$ cat config.mk
export PLATFORM = sky130hd
export DESIGN_NAME = tbcq_ctrl
export DESIGN_NICKNAME = d
export VERILOG_FILES = /design/src/design/tbcq_pkg.sv /design/src/design/tbcq_ctrl.sv
export SDC_FILE = /design/constraint.sdc
export NUM_CORES = 1
export LEC_CHECK = 0
export ABC_AREA = 0
export BUFFER_PORTS_ARGS = -buffer_cell sky130_fd_sc_hd__buf_2
export CAP_MARGIN = 20
export CORE_MARGIN = 8
export CORE_UTILIZATION = 49
export DETAILED_ROUTE_END_ITERATION = 8
export GPL_TIMING_DRIVEN = 0
export HOLD_SLACK_MARGIN = 0.06
export PLACE_DENSITY = 0.87
export SYNTH_ARGS = -nofsm -noshare
export SYNTH_HDL_FRONTEND = slang
export SYNTH_SLANG_ARGS = --single-unit
$ cat constraint.sdc
create_clock -name clk_i -period 3.1 [get_ports clk_i]
set_input_delay 0.155 -clock clk_i [delete_from_list [all_inputs] [get_ports clk_i]]
set_output_delay 0.155 -clock clk_i [all_outputs]
set_load 0.02 [all_outputs]
$ cat src/design/tbcq_pkg.sv
// package for the timestamp bucket change queue
// holds sizes, result codes and the controller/datapath command and status structs
// no dependencies
`timescale 1ns / 1ps
`default_nettype none

package tbcq_pkg;

  localparam int unsigned CAPACITY = 64;

  localparam int unsigned TimeW   = 32;
  localparam int unsigned HandleW = 16;

  typedef enum logic [1:0] {
    ST_INSERTED = 2'd0,
    ST_FULL     = 2'd1,
    ST_RELEASED = 2'd2,
    ST_NONE     = 2'd3
  } status_e;

  typedef enum logic {
    ACT_INSERT  = 1'b0,
    ACT_RELEASE = 1'b1
  } action_e;

  // controller to datapath
  typedef struct packed {
    logic insert;
    logic pop;
  } cmd_t;

  // datapath to controller
  typedef struct packed {
    logic is_empty;
    logic is_full;
    logic head_le_limit;
    logic head_matches_next;
  } sts_t;

endpackage

`default_nettype wire

$ cat src/design/tbcq_ctrl.sv
// controller of the change queue: request decode, release run sequencing and
// the registered response beat
// depends on tbcq_pkg
`timescale 1ns / 1ps
`default_nettype none

module tbcq_ctrl (
  input  wire logic                         clk_i,
  input  wire logic                         rst_ni,
  input  wire logic                         req_valid_i,
  input  wire logic                         req_action_i,
  output logic                              req_ready_o,
  input  wire logic                         rsp_ready_i,
  output logic                              rsp_valid_o,
  output logic [1:0]                        rsp_status_o,
  output logic [tbcq_pkg::TimeW-1:0]        rsp_time_o,
  output logic [tbcq_pkg::HandleW-1:0]      rsp_handle_o,
  output logic                              rsp_last_o,
  input  wire tbcq_pkg::sts_t               sts_i,
  input  wire logic [tbcq_pkg::TimeW-1:0]   head_time_i,
  input  wire logic [tbcq_pkg::HandleW-1:0] head_handle_i,
  output tbcq_pkg::cmd_t                    cmd_o
);

  typedef enum logic {
    S_IDLE,
    S_RUN
  } state_e;

  state_e state_q;
  logic   can_load;
  logic   req_fire;
  logic   is_insert;
  logic   beat_load;

  // output slot is free now or drains this cycle
  assign can_load    = !rsp_valid_o || rsp_ready_i;
  assign req_ready_o = (state_q == S_IDLE) && can_load;
  assign req_fire    = req_valid_i && req_ready_o;
  assign is_insert   = (req_action_i == tbcq_pkg::ACT_INSERT);

  // a new beat enters the output register this cycle
  assign beat_load = (state_q == S_RUN) ? can_load :
                     (req_fire && (is_insert || sts_i.is_empty || !sts_i.head_le_limit));

  assign cmd_o.insert = req_fire && is_insert && !sts_i.is_full;
  assign cmd_o.pop    = (state_q == S_RUN) && can_load;

  always_ff @(posedge clk_i or negedge rst_ni) begin
    if (!rst_ni) begin
      state_q      <= S_IDLE;
      rsp_valid_o  <= 1'b0;
      rsp_status_o <= tbcq_pkg::ST_INSERTED;
      rsp_time_o   <= '0;
      rsp_handle_o <= '0;
      rsp_last_o   <= 1'b0;
    end else begin
      if (beat_load) begin
        rsp_valid_o <= 1'b1;
      end else if (rsp_ready_i) begin
        rsp_valid_o <= 1'b0;
      end
      unique case (state_q)
        S_IDLE: begin
          if (req_fire) begin
            if (is_insert) begin
              rsp_status_o <= sts_i.is_full ? tbcq_pkg::ST_FULL : tbcq_pkg::ST_INSERTED;
              rsp_time_o   <= '0;
              rsp_handle_o <= '0;
              rsp_last_o   <= 1'b1;
            end else if (sts_i.is_empty || !sts_i.head_le_limit) begin
              rsp_status_o <= tbcq_pkg::ST_NONE;
              rsp_time_o   <= '0;
              rsp_handle_o <= '0;
              rsp_last_o   <= 1'b1;
            end else begin
              state_q <= S_RUN;
            end
          end
        end
        S_RUN: begin
          if (can_load) begin
            rsp_status_o <= tbcq_pkg::ST_RELEASED;
            rsp_time_o   <= head_time_i;
            rsp_handle_o <= head_handle_i;
            rsp_last_o   <= !sts_i.head_matches_next;
            if (!sts_i.head_matches_next) begin
              state_q <= S_IDLE;
            end
          end
        end
        default: state_q <= S_IDLE;
      endcase
    end
  end

  a_no_insert_when_full: assert property (@(posedge clk_i) disable iff (!rst_ni)
    cmd_o.insert |-> !sts_i.is_full)
    else $error("insert into full store");

  a_no_pop_when_empty: assert property (@(posedge clk_i) disable iff (!rst_ni)
    cmd_o.pop |-> !sts_i.is_empty)
    else $error("pop from empty store");

  a_run_not_empty: assert property (@(posedge clk_i) disable iff (!rst_ni)
    (state_q == S_RUN) |-> !sts_i.is_empty)
    else $error("release run on empty store");

  a_run_beat_released: assert property (@(posedge clk_i) disable iff (!rst_ni)
    cmd_o.pop |=> (rsp_valid_o && (rsp_status_o == tbcq_pkg::ST_RELEASED)))
    else $error("popped entry not presented");

  a_ends_idle_on_last: assert property (@(posedge clk_i) disable iff (!rst_ni)
    (cmd_o.pop && !sts_i.head_matches_next) |=> (state_q == S_IDLE) && rsp_last_o)
    else $error("run did not end on last beat");

endmodule

`default_nettype wire

Word level (Yosys, flattened, before mapping)
Index checks and enable logic that the tools add are counted.
Operators by class
  equality and inequality tests: 3
  muxes and demuxes: 30
  bitwise logic cells: 2
  reductions and logical operators: 16
Operators with widths (number)
  $mux 32: 4
  $mux 16: 4
  $pmux 32 s2: 1
  $pmux 16 s2: 1
  $mux 1: 13
  $mux 2: 4
  $logic_and 1x1->1: 6
  $logic_not 1->1: 4
  $logic_or 1x1->1: 4
  $pmux 1 s2: 2
  $pmux 2 s2: 1
  $ne 3x2->1 const B: 1
  $reduce_and 3->1: 1
  $ne 2x1->1 const B: 1
  $ne 2x2->1 const B: 1
  $not 1->1: 2
  $reduce_bool 2->1: 1
Word-level totals
  register bits: 53
  input bits: 57
  output and inout bits: 55

Depth between registers and ports, before layout
  depth in word-level cells: 7
  depth in mapped cells: 6

Worst setup path after synthesis
Ideal clock, no wire load.
  path type: register to output
  from: reg state_q
  to: out cmd_o[1] (netlist bit)
  data arrival time: 1.410 ns
  path slack: 1.535 ns
  cell stages (with the launch flop): 5
  buffers on the path: 2
  cell sequence: dfrtp_1 buf_4 buf_2 nor2_1 and3_1
RTL lines
  from (decl): line tbcq_ctrl.sv:30  | state_e state_q;
  from (signal assigned): line tbcq_ctrl.sv:51  | state_q <= S_IDLE;
  from (signal assigned): line tbcq_ctrl.sv:77  | state_q <= S_RUN;
  from (signal assigned): line tbcq_ctrl.sv:88  | state_q <= S_IDLE;
  to (decl): line tbcq_ctrl.sv:22  | output tbcq_pkg::cmd_t cmd_o

==> metrics.sh <==
DIE_AREA_MM2=0.00712
CRITICAL_PATH_CLASS='reg -> out'
TIMING.HOLD.WORST.CLASS='in -> reg'
ANTENNA_LEFT=0
TIMING.RR.START='rsp_valid_o'
CTS_SETUP_BUFFERS=0
DPL.HPWL_MM=4.77
DETAILED_ROUTER_ITERATION_COUNT_BEFORE_ANTENNA_REPAIR=4
CTS-HTREE-LEVELS=2
POWERDENSITY_mW_PER_MM2=558
NUMBER_OF_INSERTED_FILLER_CELLS_IN_THE_FINAL_LAYOUT=384
CLOCK_TREE.ROOT_CELL='clkbuf_8'
NUMCTSBUFFERS=5
TOTALWIRELENGTH_MM=6.16
HOLD-PATH-ENDPOINT='rsp_time_o[6]'
CTS.SINK_COUNT=53
TIMING.FINAL.HOLD_VIOLATIONS=0
CRIT_PATH_MAX_FANOUT=10
NETLIST_AREA_MM2=0.00229
CRITICAL_PATH_ARRIVAL_NS=1.58
CLOCK_INSERTION_DELAY_WORST_SKEW_NS=0.29
WORST_HOLD_STARTPOINT='head_time_i[6]'
GRT_USE_TOTAL_PCT=17.1
SETUP_TOTAL_NEGATIVE_SLACK_NS=0
REG_TO_REG_CRITICAL_PATH_ENDPOINT='rsp_time_o[28]'
ROUTE.MET3.WL_UM=483
CRITPATHMAXSTAGEDELAY_NS=0.42
DIEWIDTH_UM=84.4
COMBINATIONAL_FAMILY_WITH_THE_MOST_AREA_AFTER_SYNTHESIS='compound AO/OA/AOI/OAI gates'
DRT-INITIAL-DRC-COUNT=82
ANTENNA_FOUND_INITIAL=0
WORST_IR_DROP_VDD_mV=0.378
SYNTH.YOSYS.WARNINGS=0
CRITICAL_PATH_REQUIRED_NS=2.94
PLACEABLECOREAREA_MM2=0.00463
AREA_DELTA_SYNTH_FINAL_PCT=32.5
POWER_LEAKAGE_nW=1.81
CRITPATHBUFINV=3
ROW_COUNT=25
CP-START-KIND='register'
FINALINSTANCEAREA_MM2=0.00304
NETLIST-CELL-TYPE-COUNT=27
FAMILY_WITH_THE_MOST_DELAY_ON_THE_WORST_PATH='buffers and inverters'
CRIT_PATH_CELLS='buf_4, buf_2, nor2_1, and3_1, buf_2'
MAXUSEDROUTINGLAYER='met4'
INITIAL_CORE_UTIL_PCT=49.5
FINAL.PERIOD_UTILIZATION_PCT=55.9
DETAILED_PLACE.AREA_MM2=0.00294
NETLIST_INSTANCES=183
SYNTH_XOR_XNOR_AREA_SHARE_PCT=0
CRITICAL-PATH-SLOWEST-CELL='dfrtp_1'
LAYOUT_COMMONEST_CELL='buf_2'
YS_SEQ_ELEMENTS=53
SYNTH_COMPOUND_GATE_AREA_SHARE_PCT=20.3
DETAILROUTE.VIA_COUNT=1909
SYNTH_AREA_PER_CELL_UM2=12.5
PLACE_CONGESTION=0.716
FLOP_TO_FLOP_SETUP_SLACK_NS=1.76
FINALCRITICALPERIOD_NS=1.73
FLOORPLAN.DIE.HEIGHT_UM=84.4
CP-END-KIND='primary output'
CP_COMMON_CELL='buf_2'
DETAILROUTE.WIRELENGTH.MET2_MM=3.10
DRV_SLEW=0
GRT_PASS1_VIAS=2123
SYNTH_SIMPLE_GATE_AREA_SHARE_PCT=15.1
FIRST_PASS_GRT_WIRE_LENGTH_MM=10.0
POST_DRT_VIA_CELL_RATIO=5.32
RATIO_OF_CELLS_WITH_DRIVE_ABOVE_1_IN_THE_FINAL_LAYOUT_PCT=46.6
ROUTEDLENGTHMET1_MM=2.55
HOLD_SLACK_NS=0.0753
DIODES_INSERTED=0
HOLD_DEPTH=2
HEADROOM_TO_THE_MAX_SLEW_LIMIT_PCT=56.4
WIRE_LENGTH_PER_CELL_AFTER_DETAILED_ROUTING_UM=17.1
SETUP_REPAIR_AFTER_GLOBAL_ROUTING_MISSED_ITS_MARGIN='no'
IO_BUFFER_COUNT=111
OUTCOME='completed'
CLOCK_SKEW_NS=0.00404
REG2REG_DEPTH=5
REPORT.FINAL.SETUP_VIOL=0
MEASURED_SLEW_AT_THE_WORST_SLEW_CHECK_PIN_NS=0.654
FINAL_CELL_MIX='buf_2 (121), dfrtp_1 (53), and3_1 (39)'
WORST_SLACK_NS=1.37
DP_SLACK_NS=1.70
SYNTHADDERAREAFRAC_PCT=0
DRV.MAX_CAP_VIOLATION_COUNT=0
DESIGN.FINAL.NETS=361
MAX-CLOCK-PATH-BUFFERS=2
SYNTH.MUX.AREA_FRACTION_PCT=0.655
POSTSYNTHNETCOUNT=240
GLOBAL_ROUTE.OVERFLOW_TOTAL=0
TRITONCTS='yes'
GRT_MAX_DEGREE=30
CTS.CLK_SLEW.WORST_PATHS_NS=0.09
SYNTH-SEQ-AREA-SHARE_PCT=57.9
ROUTE.DETAILED.DRC=0
MAX_FREQ_MHz=577
NUM_IO_PINS=112
## worst max-delay path by stage
stage,startpoint,to,slack [ns],cells past startpoint
6_report,state_q,cmd_o[1],1.37,5
5_1_grt,state_q,cmd_o[1],1.26,5
4_1_cts,state_q,cmd_o[1],1.35,5
3_5_place_dp,state_q,cmd_o[1],1.70,5
3_3_place_gp,state_q,cmd_o[1],1.70,5
2_1_floorplan,state_q,cmd_o[1],1.54,4
## synth_stat cells
| cell | number | area share (%) |
|---|---|---|
| buf_2 | 10 | 2.2 |
| nand2b_4 | 1 | 0.60 |
| nor3_1 | 2 | 0.44 |
| inv_2 | 1 | 0.16 |
| o31ai_1 | 1 | 0.33 |
| and3_1 | 39 | 11 |
| o21ai_0 | 1 | 0.22 |
| dfrtp_1 | 53 | 58 |
| clkbuf_1 | 3 | 0.49 |
| a22o_1 | 10 | 3.8 |
| nand3b_1 | 1 | 0.33 |
| o211ai_2 | 1 | 0.55 |
| and2b_1 | 1 | 0.33 |
| a21boi_1 | 1 | 0.33 |
| nand3_4 | 1 | 0.76 |
| nor2_1 | 3 | 0.49 |
| buf_6 | 5 | 2.5 |
| buf_4 | 2 | 0.65 |
| mux2_4 | 1 | 0.65 |
| a31o_1 | 38 | 15 |
| a22oi_1 | 1 | 0.33 |
| nand2_4 | 1 | 0.49 |
| or2_1 | 1 | 0.27 |
| a21oi_1 | 1 | 0.22 |
| inv_1 | 1 | 0.16 |
| nand2_1 | 2 | 0.33 |
| nor4b_1 | 1 | 0.38 |
## layout make-up
type	count	area, um^2	area share, %
multi-input combinational	108	826	27.2
sequential	53	1330	43.7
timing repair buffer	114	596	19.6
inverter	2	7.51	0.247
buffer	20	133	4.37
clock inverter	2	10.0	0.329
tap	54	67.6	2.22
clock buffer	6	72.6	2.39
## sequential cells by signal, indices dropped and copies added, names as in the netlist
| name | cells |
|---|---|
| rsp_time_o | 32 |
| rsp_handle_o | 16 |
| rsp_status_o | 2 |
| rsp_last_o | 1 |
| rsp_valid_o | 1 |
| state_q | 1 |
## logic make-up (layout without fill, tap and decap cells)
family | count (synthesis) | after routing
simple gates | 53 | 53
buf+inv | 22 | 144
compound gates | 54 | 54
mux | 1 | 1
flops | 53 | 53
## per-layer routing
metal / vias to the layer above / track usage [%]
li1: 929 / -
met1: 918 / 19.0
met2: 60 / 30.1
met3: 2 / 6.44
met4: 0 / 3.88
met5: - / 0
## where the power goes
part           internal, mW  switching (mW)  leakage (nW)
logic                 0.200           0.297          1.06
clock network         0.157           0.208        0.0450
registers             0.783          0.0515         0.708
total                  1.14           0.556          1.81
## repair_timing
| item | 4_1_cts | 5_1_grt |
|---|---|---|
| resized for setup | 0 | 0 |
| endpoints found under the hold margin | 29 | 0 |
| hold buffers | 2 | 0 |
## through the flow
stage,cells,utilization (%),power (mW)
2_1_floorplan,183,-,1.14
3_3_place_gp,348,63.0,1.33
3_5_place_dp,349,63.4,1.35
4_1_cts,359,65.6,1.72
5_1_grt,359,65.6,1.79
6_report,359,65.6,1.70
Note: power is estimated with default switching activity, not from simulation.
